==> config.mk <==
export PLATFORM = sky130hd
export DESIGN_NAME = pfa_ram
export DESIGN_NICKNAME = d
export VERILOG_FILES = /design/src/rtl/pfa_ram.sv
export SDC_FILE = /design/constraint.sdc
export NUM_CORES = 1
export LEC_CHECK = 0
export ABC_AREA = 1
export BUFFER_PORTS_ARGS = -buffer_cell sky130_fd_sc_hd__buf_2
export CAP_MARGIN = 10
export CORE_ASPECT_RATIO = 0.7
export CORE_UTILIZATION = 40
export DETAILED_ROUTE_END_ITERATION = 8
export GPL_ROUTABILITY_DRIVEN = 1
export HOLD_SLACK_MARGIN = 0.12
export PLACE_DENSITY_LB_ADDON = 0.12
export SYNTH_ARGS = -nofsm -noshare
export SYNTH_HDL_FRONTEND = slang
export SYNTH_SLANG_ARGS = --single-unit
==> constraint.sdc <==
create_clock -name clk -period 1.1 [get_ports clk]
set_input_delay 0.22 -clock clk [delete_from_list [all_inputs] [get_ports clk]]
set_output_delay 0.22 -clock clk [all_outputs]
set_load 0.005 [all_outputs]
==> src/rtl/pfa_ram.sv <==
`default_nettype none

// Simple dual-port RAM, one write port, one registered read port.
module pfa_ram #(
    parameter  int unsigned WIDTH = 8,
    parameter  int unsigned DEPTH = 16,
    localparam int unsigned AW    = $clog2(DEPTH)
) (
    input  wire logic             clk,
    input  wire logic             we,
    input  wire logic [AW-1:0]    waddr,
    input  wire logic [WIDTH-1:0] wdata,
    input  wire logic             re,
    input  wire logic [AW-1:0]    raddr,
    output logic      [WIDTH-1:0] rdata
);

    logic [WIDTH-1:0] mem [DEPTH];
    logic [WIDTH-1:0] rdata_reg;

    always_ff @(posedge clk)
    begin
        if (we)
        begin
            mem[waddr] <= wdata;
        end
        if (re)
        begin
            rdata_reg <= mem[raddr];
        end
    end

    assign rdata = rdata_reg;

endmodule

`default_nettype wire

==> flow_summary.json, run 1 <==
{
  "powerDensity_nw_per_um2": 1705,
  "max_freq_mhz": 825.0,
  "synthDistinctLibCells": 11,
  "grt_pass1_wl_um": 22380,
  "holdCritPathClass": "in2reg",
  "cpPeakStageDelay_ns": 0.43,
  "dieArea_um2": 15110,
  "synth.most_common_cell": "nand2_1",
  "grt_pass1_vias": 3710,
  "synth.ff_latch_count": 136,
  "cts-hold-fix-buffers": 0,
  "period_share_pct": 110.2,
  "rsz0062_at_grt": "true",
  "synth_common_cells": "173 x nand2_1, 136 x edfxtp_1, 100 x inv_1, 97 x nand3_1, 17 x nor2_1",
  "std_cell_rows": 36,
  "ctsRootBufferMaster": "clkbuf_16",
  "path_buf_inv": 1,
  "routabilityCongestion": 0.8234,
  "numPortBuffers": 26,
  "syn_inst": 551,
  "fin_util_pct": 51.54,
  "yosysWarnings": 0,
  "cts-htree-levels": 4,
  "drive_gt1_share_pct": 25.69,
  "avgSynthCellArea_um2": 10.61,
  "via_per_inst": 4.888,
  "critPathCaptureType": "output port",
  "seq_area_um2": 4084,
  "clk_pin_slew_ns": 0.05,
  "syn_nets": 570,
  "hold_viol": 0,
  "grt_max_degree": 50,
  "ys_top_cells_by_area": "edfxtp_1 70%, nand2_1 11%, nand3_1 8.3%",
  "core_um2": 14100,
  "antenna_found_initial": 0,
  "setup_viol_count_final": 8,
  "vias": 3935,
  "cts_made_buffers": 17,
  "async_flop_share_pct": 0,
  "cpLargestDelayFamily": "flip-flops",
  "status": "complete, but fails checks",
  "synth.top_cell.area_share_pct": 69.85,
  "die_y_um": 103.2,
  "clockBufferDepth": 2,
  "crit_fanout": 1,
  "clkSinkCount": 136,
  "hpwl_um": 9400,
  "dr.pass1.iters": 5,
  "place_ws_ns": -0.3642,
  "grt_use_total_pct": 21.02,
  "min_period_ns": 1.212,
  "worst-setup-path-type": "reg2out",
  "slew-limit-headroom_pct": 53.52,
  "yosysTopAreaCell": "edfxtp_1",
  "power_mw": 12.39,
  "drt-total-wl_um": 14720,
  "cp-start-kind": "flip-flop",
  "areaGrowthSynthToFinish_pct": 24.29,
  "cts_tree": "built",
  "irDropWorstVdd_mv": 1.143,
  "start_util_pct": 41.47,
  "required_ns": 0.88,
  "drt_first_iter_violations": 304,
  "drc": 0,
  "slowest_stage": "edfxtp_1",
  "syn_area_um2": 5847,
  "die_w_um": 146.5,
  "crit_arrival_ns": 0.99,
  "cap_viol_max_count": 0,
  "antenna_left": 0,
  "fin_skew_ns": 0.008759,
  "largest_reg_flops": 128,
  "final.setup.worst_slack_ns": -0.1122,
  "slew_viol_final": 0,
  "power_leakage_nw": 3.096,
  "tns_ns": -0.7292,
  "gr-total-overflow": 0,
  "antenna_cells": 0,
  "worst_slew_pin_slew_ns": 0.6962,
  "pin_count": 27,
  "multi_input_area_um2": 1519,
  "path_cells": "buf_2",
  "wire_per_inst_um": 18.28,
  "failed_checks": "setup timing",
  "clkLatencyLatePin_ns": 0.41,
  "synth_edf_count": 136,
  "ys_seq_area_share_pct": 69.85,
  "final.fill_count": 1264,
  "synth_ff_type": "edfxtp_1",
  "fin_nets": 621
}
-- power breakdown --
| part | switching, mW | internal (mW) |
|---|---|---|
| registers | 0.0420 | 5.84 |
| clock network | 2.12 | 3.54 |
| logic | 0.575 | 0.274 |
| total | 2.73 | 9.66 |
-- cells in the final DEF (no fill, tap or decap) --
cell / count
buf_4: 22
clkinv_1: 2
inv_2: 7
buf_12: 8
bufinv_16: 3
nor2_2: 5
clkinv_4: 2
nor2_1: 12
buf_2: 26
nand2_2: 7
nand3_1: 42
nand3b_1: 2
clkbuf_16: 17
nand2_1: 166
edfxtp_1: 136
clkinvlp_4: 4
clkinv_2: 2
inv_1: 95
nand3_2: 55
clkbuf_1: 2
-- cell families after synthesis --
kind of cell	synth area share, %
simple gates	20.76
buf+inv	9.394
flops	69.85
-- through the flow --
step / cell area, um2 / instances / hold slack (ns)
floorplan: 5859 / 551 / 0.3189
global placement: 6386 / 773 / 0.5905
detailed placement: 6386 / 773 / 0.5910
CTS: 7012 / 805 / 0.1617
global route: 7267 / 805 / 0.1590
finish: 7267 / 805 / 0.1746
-- metal layers --
metal  vias to the layer above  share of wire (%)  GRT usage, %
met5                         -                  0             0
met4                         0                1.7         8.013
met1                      1906                 50         32.25
met2                       127                 42         28.46
met3                        16                6.1         4.867
li1                       1886                  -             -
-- final timing paths --
path,start,to,slack [ns],depth (start not counted)
setup / recovery,rdata[3],rdata[3],-0.11,1
hold / removal,re,rdata[5],0.17,1
setup reg to reg,mem[15][5],rdata[5],0.02,6
hold reg to reg,mem[12][2],rdata[2],0.74,6
-- final cells by class --
type,count,share of cell area [%]
Timing Repair Buffer,56,6.267
Inverter,102,5.269
Tap cell,190,3.271
Multi-Input combinational cell,289,20.90
Sequential cell,136,56.20
Clock buffer,19,5.957
Clock inverter,13,2.135
-- timing repair --
item,4_1_cts,5_1_grt
buffers inserted,0,0
gates resized for setup,8,59
endpoints found under the setup margin,15,16
pin swaps,1,39
Note: power is estimated with default switching activity, not from simulation.
==> run 2, diff against run 1 <==
CTS_BUF_LIST = sky130_fd_sc_hd__clkbuf_16   (was default)
==> run 2 against run 1 <==
Against the previous run:
- the flow still finishes with violations (setup timing)
- total power fell by 0.12%
- hold slack got worse by 0.0010 ns
- count of clock-buffer cells in the layout fell by 2
- combinational power barely moved
- non-clock buffer count did not move
- first-iteration DRC count did not move
- die area did not move
- flip-flop and latch count did not move
- via count barely moved
- utilization did not move
- global-route usage did not move
- largest cell class unchanged
==> flow_summary.json, run 2 (same netlist as run 1, synthesis figures left out) <==
{
  "status": "complete, but fails checks",
  "failed_checks": "setup timing",
  "wire_per_inst_um": 18.28,
  "vias": 3933,
  "worst_slew_pin_slew_ns": 0.6949,
  "cts-htree-levels": 4,
  "postCtsSetupBuffers": 0,
  "setup_viol_count_final": 8,
  "largest_reg_flops": 128,
  "power_leakage_nw": 3.104,
  "cp-start-kind": "flip-flop",
  "die_w_um": 146.5,
  "cpPeakStageDelay_ns": 0.43,
  "fin_nets": 621,
  "final.setup.worst_slack_ns": -0.1158,
  "core_um2": 14100,
  "path_cells": "buf_2",
  "grt_pass1_wl_um": 22380,
  "slowest_stage": "edfxtp_1",
  "pin_count": 27,
  "clk_pin_slew_ns": 0.05,
  "cts-hold-fix-buffers": 0,
  "cp_num_cells": 1,
  "std_cell_rows": 36,
  "dpl_cell_area_um2": 6386,
  "required_ns": 0.88,
  "grt_max_degree": 50,
  "start_util_pct": 41.47,
  "cts_tree": "built",
  "via_per_inst": 4.886,
  "r2r_start": "mem[15][5]",
  "design_area_um2": 7267,
  "antenna_cells": 0,
  "gr-total-overflow": 0,
  "cap_viol_max_count": 0,
  "dr.pass1.iters": 6,
  "crit_end": "rdata[3]",
  "clkLatencyLatePin_ns": 0.41,
  "numPortBuffers": 26,
  "clockBufferDepth": 2,
  "drc": 0,
  "dieArea_um2": 15110,
  "path_buf_inv": 1,
  "rrSetupSlack_ns": 0.02,
  "ctsRootBufferMaster": "clkbuf_16",
  "irDropWorstVdd_mv": 1.144,
  "clkSinkCount": 136,
  "cpLargestDelayFamily": "flip-flops",
  "areaGrowthSynthToFinish_pct": 24.29,
  "slew_viol_final": 0,
  "drive_gt1_share_pct": 25.69,
  "slew-limit-headroom_pct": 53.61,
  "min_period_ns": 1.216,
  "place_ws_ns": -0.3642,
  "max_freq_mhz": 822.5,
  "power_mw": 12.38,
  "routabilityCongestion": 0.8234,
  "grt_use_total_pct": 21.02,
  "powerDensity_nw_per_um2": 1703,
  "drt-total-wl_um": 14720,
  "antenna_found_initial": 0,
  "period_share_pct": 110.5,
  "antenna_left": 0,
  "grt_pass1_vias": 3710,
  "hpwl_um": 9400,
  "rsz0062_at_grt": "true",
  "worst-setup-path-type": "reg2out",
  "critPathCaptureType": "output port",
  "crit_fanout": 1,
  "reg2reg_to": "rdata[5]",
  "drt_first_iter_violations": 304,
  "worst_r2r_path_depth": 6,
  "layout_common_cells": "166 x nand2_1, 136 x edfxtp_1, 97 x inv_1",
  "setup.worst_path.start": "rdata[3]",
  "die_y_um": 103.2,
  "hold_viol": 0,
  "cts_made_buffers": 17,
  "layout_commonest_cell": "nand2_1",
  "tns_ns": -0.7380,
  "fin_skew_ns": 0.008340,
  "holdCritPathClass": "in2reg",
  "crit_arrival_ns": 1.00
}
## run 2: cell count changes in the layout (fill, tap and decap cells not counted), sizes merged
| cell | delta |
|---|---|
| inv | +2 |
| clkbuf | -2 |
## run 2: timing repair
| item | in CTS | in global routing |
|---|---|---|
| pin swaps | 1 | 39 |
| gates cloned | 0 | 0 |
| endpoints found under the setup margin | 15 | 16 |
| gates resized for setup | 8 | 59 |
## run 2: final cells by class
type	instances	area, um2
inverter	102	382.9
clock inverter	15	162.7
multi-input combinational	289	1519
fill	1264	6832
tap	190	237.7
timing repair buffer	56	455.4
clock buffer	17	425.4
sequential	136	4084
## run 2: worst min path at each step
| stage | startpoint | endpoint | slack (ns) | cells past startpoint |
|---|---|---|---|---|
| after floorplan | wdata[0] | mem[0][0] | 0.32 | 0 |
| after global placement | re | rdata[7] | 0.59 | 1 |
| after detailed placement | re | rdata[3] | 0.59 | 1 |
| after CTS | re | rdata[1] | 0.16 | 1 |
| after global routing | re | rdata[1] | 0.16 | 1 |
| final | re | rdata[5] | 0.17 | 1 |
## run 2: routing by layer
metal  part of all wire (%)  wire length [um]  GRT usage [%]
met1                     50              7426          32.25
met2                     42              6219          28.46
met4                    1.7               256          8.013
met3                    5.6               817          4.867
met5                      0                 0              0
## run 2: through the flow
stage,std cells,hold WS (ns),util (%)
2_1_floorplan,551,0.3189,-
3_3_place_gp,773,0.5905,45.30
3_5_place_dp,773,0.5910,45.30
4_1_cts,805,0.1617,49.73
5_1_grt,805,0.1590,51.54
6_report,805,0.1735,51.54
## run 2: power by group
part / switching (mW) / leakage (nW) / total [mW] / internal (mW)
clock network: 2.12 / 0.282 / 5.64 / 3.52
registers: 0.0421 / 1.24 / 5.88 / 5.84
logic: 0.575 / 1.59 / 0.849 / 0.274
