$ cat config.mk
export PLATFORM = sky130hd
export DESIGN_NAME = pfa_exec
export DESIGN_NICKNAME = d
export VERILOG_FILES = /design/src/rtl/pfa_pkg.sv /design/src/rtl/pfa_exec.sv
export SDC_FILE = /design/constraint.sdc
export NUM_CORES = 1
export LEC_CHECK = 0
export ABC_AREA = 1
export BUFFER_PORTS_ARGS = -buffer_cell sky130_fd_sc_hd__buf_2
export CAP_MARGIN = 20
export CORE_MARGIN = 2
export CORE_UTILIZATION = 50
export DETAILED_ROUTE_END_ITERATION = 16
export MAX_ROUTING_LAYER = met4
export PLACE_DENSITY = 0.88
export SLEW_MARGIN = 25
export SYNTH_ARGS = -nofsm -noshare
export SYNTH_HDL_FRONTEND = slang
export SYNTH_SLANG_ARGS = --single-unit
$ cat constraint.sdc
create_clock -name vclk -period 5.3
set_input_delay 0.53 -clock vclk [all_inputs]
set_output_delay 0.53 -clock vclk [all_outputs]
set_load 0.01 [all_outputs]
$ cat src/rtl/pfa_pkg.sv
`default_nettype none

package pfa_pkg;

    // Fixed field widths
    localparam int unsigned PAGE_W    = 14;
    localparam int unsigned MODE_W    = 3;
    localparam int unsigned STATUS_W  = 2;
    localparam int unsigned REFOUT_W  = 8;
    localparam int unsigned FREE_W    = 15;

    // Defaults for top-level parameters
    localparam int unsigned NUM_PAGES_DEF = 16384;
    localparam int unsigned REF_BITS_DEF  = 8;

    // Config bus
    localparam int unsigned APB_AW = 3;
    localparam int unsigned APB_DW = 32;

    // Register index (paddr[2])
    localparam logic REG_LOWEST_PAGE = 1'b0;

    // Operation codes
    localparam logic [MODE_W-1:0] MODE_ALLOC = 3'd0;
    localparam logic [MODE_W-1:0] MODE_FREE  = 3'd1;
    localparam logic [MODE_W-1:0] MODE_INC   = 3'd2;
    localparam logic [MODE_W-1:0] MODE_DEC   = 3'd3;
    localparam logic [MODE_W-1:0] MODE_READ  = 3'd4;

    // Result status codes
    localparam logic [STATUS_W-1:0] STATUS_OK      = 2'd0;
    localparam logic [STATUS_W-1:0] STATUS_NO_FREE = 2'd1;
    localparam logic [STATUS_W-1:0] STATUS_RANGE   = 2'd2;

    typedef struct packed {
        logic [MODE_W-1:0] mode;
        logic [PAGE_W-1:0] page;
    } in_word_t;

    typedef struct packed {
        logic [PAGE_W-1:0]   page_out;
        logic [STATUS_W-1:0] status;
        logic                released;
        logic [REFOUT_W-1:0] ref_count;
        logic [FREE_W-1:0]   free_pages;
    } out_word_t;

    // Write enables from the update logic
    typedef struct packed {
        logic ref_we;
        logic stk_we;
    } mem_we_t;

    typedef enum logic [1:0] {
        ST_CLEAR,
        ST_IDLE,
        ST_POP,
        ST_EXEC
    } state_t;

    // Count as shown on the result: saturates at 255
    function automatic logic [REFOUT_W-1:0] show_ref(input logic [31:0] c);
        logic [REFOUT_W-1:0] r;
        r = (c > 32'd255) ? 8'hFF : c[REFOUT_W-1:0];
        return r;
    endfunction

endpackage

`default_nettype wire

$ cat src/rtl/pfa_exec.sv
`default_nettype none

// Read-modify-write update for one operation: new count, stack push/pop,
// new free count and the result word.
module pfa_exec #(
    parameter  int unsigned NUM_PAGES = pfa_pkg::NUM_PAGES_DEF,
    parameter  int unsigned REF_BITS  = pfa_pkg::REF_BITS_DEF,
    localparam int unsigned CNT_W     = $clog2(NUM_PAGES + 1),
    localparam int unsigned PAW       = $clog2(NUM_PAGES)
) (
    input  wire pfa_pkg::in_word_t                  item,
    input  wire logic [pfa_pkg::PAGE_W-1:0]         lowest_page,
    input  wire logic [REF_BITS-1:0]                ref_rd,
    input  wire logic [pfa_pkg::PAGE_W-1:0]         pop_page,
    input  wire logic [CNT_W-1:0]                   free_count,
    output pfa_pkg::mem_we_t                        we,
    output logic      [REF_BITS-1:0]                ref_wdata,
    output logic      [PAW-1:0]                     stk_waddr,
    output logic      [pfa_pkg::PAGE_W-1:0]         stk_wdata,
    output logic      [CNT_W-1:0]                   free_count_next,
    output pfa_pkg::out_word_t                      result
);

    localparam int unsigned         FW      = pfa_pkg::FREE_W;
    localparam logic [REF_BITS-1:0] REF_MAX = '1;

    logic                          in_range;
    logic                          pop_in_range;
    logic                          cnt_empty;
    logic                          stk_full;
    logic [REF_BITS-1:0]           ref_inc;
    logic [REF_BITS-1:0]           ref_dec;
    logic [REF_BITS-1:0]           ref_new;
    logic [pfa_pkg::REFOUT_W-1:0]  shown;

    always_comb
    begin
        in_range     = 32'(item.page) < 32'(NUM_PAGES);
        pop_in_range = 32'(pop_page) < 32'(NUM_PAGES);
        cnt_empty    = (free_count == '0);
        stk_full     = 32'(free_count) >= 32'(NUM_PAGES);
        ref_inc      = (ref_rd == REF_MAX) ? ref_rd : ref_rd + 1'b1;
        ref_dec      = (ref_rd == '0) ? ref_rd : ref_rd - 1'b1;
        stk_waddr    = free_count[PAW-1:0];
        stk_wdata    = item.page;
    end

    always_comb
    begin
        we              = '0;
        ref_new         = ref_rd;
        free_count_next = free_count;
        result.page_out = item.page;
        result.status   = pfa_pkg::STATUS_OK;
        result.released = 1'b0;
        result.ref_count = '0;

        unique case (item.mode) inside
            pfa_pkg::MODE_ALLOC:
            begin
                if (cnt_empty)
                begin
                    result.page_out = '0;
                    result.status   = pfa_pkg::STATUS_NO_FREE;
                end
                else
                begin
                    free_count_next = free_count - 1'b1;
                    result.page_out = pop_page;
                    if (pop_in_range)
                    begin
                        ref_new   = ref_inc;
                        we.ref_we = 1'b1;
                    end
                end
            end
            pfa_pkg::MODE_FREE:
            begin
                if (!in_range || (item.page < lowest_page))
                begin
                    result.status = pfa_pkg::STATUS_RANGE;
                end
                else
                begin
                    ref_new   = ref_dec;
                    we.ref_we = 1'b1;
                    // zero count (also a repeated free) goes back on the stack unless it is full
                    if ((ref_dec == '0) && !stk_full)
                    begin
                        we.stk_we       = 1'b1;
                        free_count_next = free_count + 1'b1;
                        result.released = 1'b1;
                    end
                end
            end
            pfa_pkg::MODE_INC, pfa_pkg::MODE_DEC, pfa_pkg::MODE_READ:
            begin
                if (!in_range)
                begin
                    result.status = pfa_pkg::STATUS_RANGE;
                end
                else if (item.mode == pfa_pkg::MODE_INC)
                begin
                    ref_new   = ref_inc;
                    we.ref_we = 1'b1;
                end
                else if (item.mode == pfa_pkg::MODE_DEC)
                begin
                    ref_new   = ref_dec;
                    we.ref_we = 1'b1;
                end
            end
            default:
            begin
                result.page_out = '0;
            end
        endcase

        shown     = pfa_pkg::show_ref(32'(ref_new));
        ref_wdata = ref_new;

        // count shown whenever the page was acted on
        if ((result.status == pfa_pkg::STATUS_OK) &&
            ((item.mode == pfa_pkg::MODE_ALLOC && pop_in_range) ||
             item.mode == pfa_pkg::MODE_FREE || item.mode == pfa_pkg::MODE_INC ||
             item.mode == pfa_pkg::MODE_DEC || item.mode == pfa_pkg::MODE_READ))
        begin
            result.ref_count = shown;
        end

        result.free_pages = FW'(free_count_next);
    end

endmodule

`default_nettype wire

==> metrics.md <==
| Metric | Value |
|---|---|
| First DRT Iteration DRCs | `205` |
| HPWL Detailed | `8190 um` |
| CP Cell Sequence | `buf_2 > nor2_2 > inv_2 > nor2_1 > nand2_1 > inv_1 > nand2_1 > a21boi_0 > o2111ai_1 > buf_2` |
| Met1 GRT Util | `0.362` |
| Critical Path AT | `2970 ps` |
| Post-CTS setup buffers | `0` |
| Sequential area share after synthesis | `0` |
| Tightest Pin Transition | `749 ps` |
| Fin crit share | `0.660` |
| Worst hold path type | `in -> out` |
| Reg area | `0 um2` |
| Number of global-route vias before repair | `3,317` |
| Outcome | `completed` |
| Max-cap viol count | `0` |
| Hold depth | `2` |
| Startpoint types | `input pin` |
| Die height | `81.2 um` |
| Dpl cell area | `3430 um2` |
| CP Max Fanout | `23` |
| Final setup TNS | `0 ps` |
| Placeable Area | `5850 um2` |
| WS Path Type | `in -> out` |
| Drt wl/cell | `13.6 um` |
| Lkg Pwr | `0.00211 uW` |
| Synthesis warning total | `0` |
| DR DRC count | `0` |
| Layout cells sized above 1 | `0.308` |
| Final Max Slew Viols | `0` |
| First-pass DRT Iterations | `5` |
| Vias per inst | `5.39` |
| Yosys top cell by area | `nand2_1` |
| Setup-failing EPs final | `0` |
| I/O pins | `161` |
| Slowest CP cell | `inv_1` |
| FFs & Latches | `0` |
| Post-CTS Resized | `0` |
| Met3 global-route usage | `0.0256` |
| Row Count | `28` |
| Synth area leaders | `nand2_1 (19%), buf_4 (12%), inv_1 (9.8%), nand3_1 (8.2%), ha_1 (7.1%)` |
| Power per cell area | `84.7 nW/um2` |
| First-pass GRT wire length | `15,000 um` |
| Synthesized instance count | `550` |
| Met2 Resource Use GR | `0.475` |
| Via count | `3,920` |
| Top cells by count, synth | `nand2_1 (153), inv_1 (78), nor2_1 (53), nand3_1 (49), buf_4 (47)` |
| Most instantiated library cell after synthesis | `nand2_1` |
| Die area | `6590 um2` |
| Hold Path Origin | `item[7]` |
| Tmin final | `3500 ps` |
| Synth-to-layout area growth | `15.1%` |
| Port Buffers | `161` |
| Critical path's top delay family | `buffers and inverters` |
| Post-Layout Inst Area | `3430 um2` |
| Mapped Nets | `635` |
| Synth top area share | `0.193` |
| GRT Max-Usage Layer | `met2` |
| Nets | `739` |
| Final WL | `9910 um` |
| GRT Util Overall | `0.284` |
| Max stage delay on crit path | `670 ps` |
| RSZ-0062 raised after global routing | `no` |
| Antenna violations before repair | `0` |
| Total grt overflow | `0` |
| Initial Util | `0.509` |
| Count of different cell masters after synthesis | `42` |
| Fin. Hold Viols | `0` |
| Syn_area_per_cell | `5.41 um2` |
| Worst Path Buf+Inv | `4` |
| Slew Limit Headroom | `0.500` |
| Crit end category | `output pin` |
| Largest net degree at the start of global routing | `36` |
| Endpoint, Worst Hold | `stk_wdata[7]` |
| Clock buffers | `0` |
| Final ANT Viol Nets | `0` |
| Post-CTS Hold Fix Bufs | `0` |
| Antenna diodes | `0` |
| FMAX | `286 MHz` |
| Worst VDD drop | `0.0520 mV` |
| Die extent in x | `81.2 um` |
| Crit path required time | `4770 ps` |
| Mapped Area | `2980 um2` |
| GP Congestion | `1.05` |
[per-layer routing]
layer  routed length (um)  vias to the layer above
met5                    0                        -
met4                  257                        0
met3                  828                       27
met2                 4820                      199
met1                 4000                     1758
li1                     -                     1936
[how the worst max path moves through the flow]
stage          slack (ps)     startpoint            to  cells past startpoint
2_1_floorplan        2530      ref_rd[0]    result[12]                     15
3_3_place_gp         1940  free_count[0]  ref_wdata[4]                     12
3_5_place_dp         1860       item[16]  ref_wdata[4]                     10
4_1_cts              1850       item[16]  ref_wdata[4]                     10
5_1_grt              1570  free_count[0]  ref_wdata[4]                     12
6_report             1800       item[16]  ref_wdata[4]                     10
[stage by stage]
step / total power [uW] / worst slack (ps) / hold slack [ps] / utilization / std cells
global placement: 284 / 1940 / 1280 / 0.586 / 727
finish: 291 / 1800 / 1290 / 0.586 / 727
CTS: 288 / 1850 / 1280 / 0.586 / 727
floorplan: 199 / 2530 / 1150 / - / 550
global route: 323 / 1570 / 1290 / 0.586 / 727
detailed placement: 287 / 1860 / 1280 / 0.586 / 727
[cell usage in the layout (no fill, tap or decap), types with 3 or more instances in the layout]
cell type | netlist | final
nor2_1 | 53 | 53
nor2_4 | 5 | 5
a22oi_1 | 3 | 3
nor4_1 | 3 | 3
buf_2 | 3 | 161
nand3_2 | 8 | 8
inv_1 | 78 | 78
nand2_2 | 3 | 3
nor3_1 | 5 | 5
o2111ai_1 | 3 | 3
ha_1 | 17 | 17
inv_2 | 5 | 5
o211ai_1 | 7 | 7
o21ai_0 | 34 | 34
nand2_1 | 153 | 153
nand4_1 | 16 | 16
nor2_8 | 3 | 3
xor2_1 | 7 | 7
nand3_1 | 49 | 49
a21oi_1 | 11 | 11
nor2_2 | 6 | 6
[power breakdown]
group / leakage, uW / total, uW / internal (uW) / switching, uW
Clock: 0 / 0 / 0 / 0
Combinational: 0.00211 / 291 / 105 / 186
Sequential: 0 / 0 / 0 / 0
Total: 0.00211 / 291 / 105 / 186
[kinds of logic (layout without fill, tap and decap cells)]
family / after synthesis / after routing / synth area share
xor gates and xnor gates: 8 / 8 / 0.0235
buffers and inverters: 143 / 245 / 0.258
adders and majority gates: 17 / 17 / 0.0714
and+or+nand+nor: 313 / 313 / 0.508
AOI/OAI and AO/OA: 69 / 69 / 0.138
[final cells by class]
type,count,area (um2)
Fill cell,631,2420
Multi-Input combinational cell,407,2210
Timing Repair Buffer,161,806
Inverter,84,320
Tap cell,75,93.8
Power figures use the tool's default switching activity.
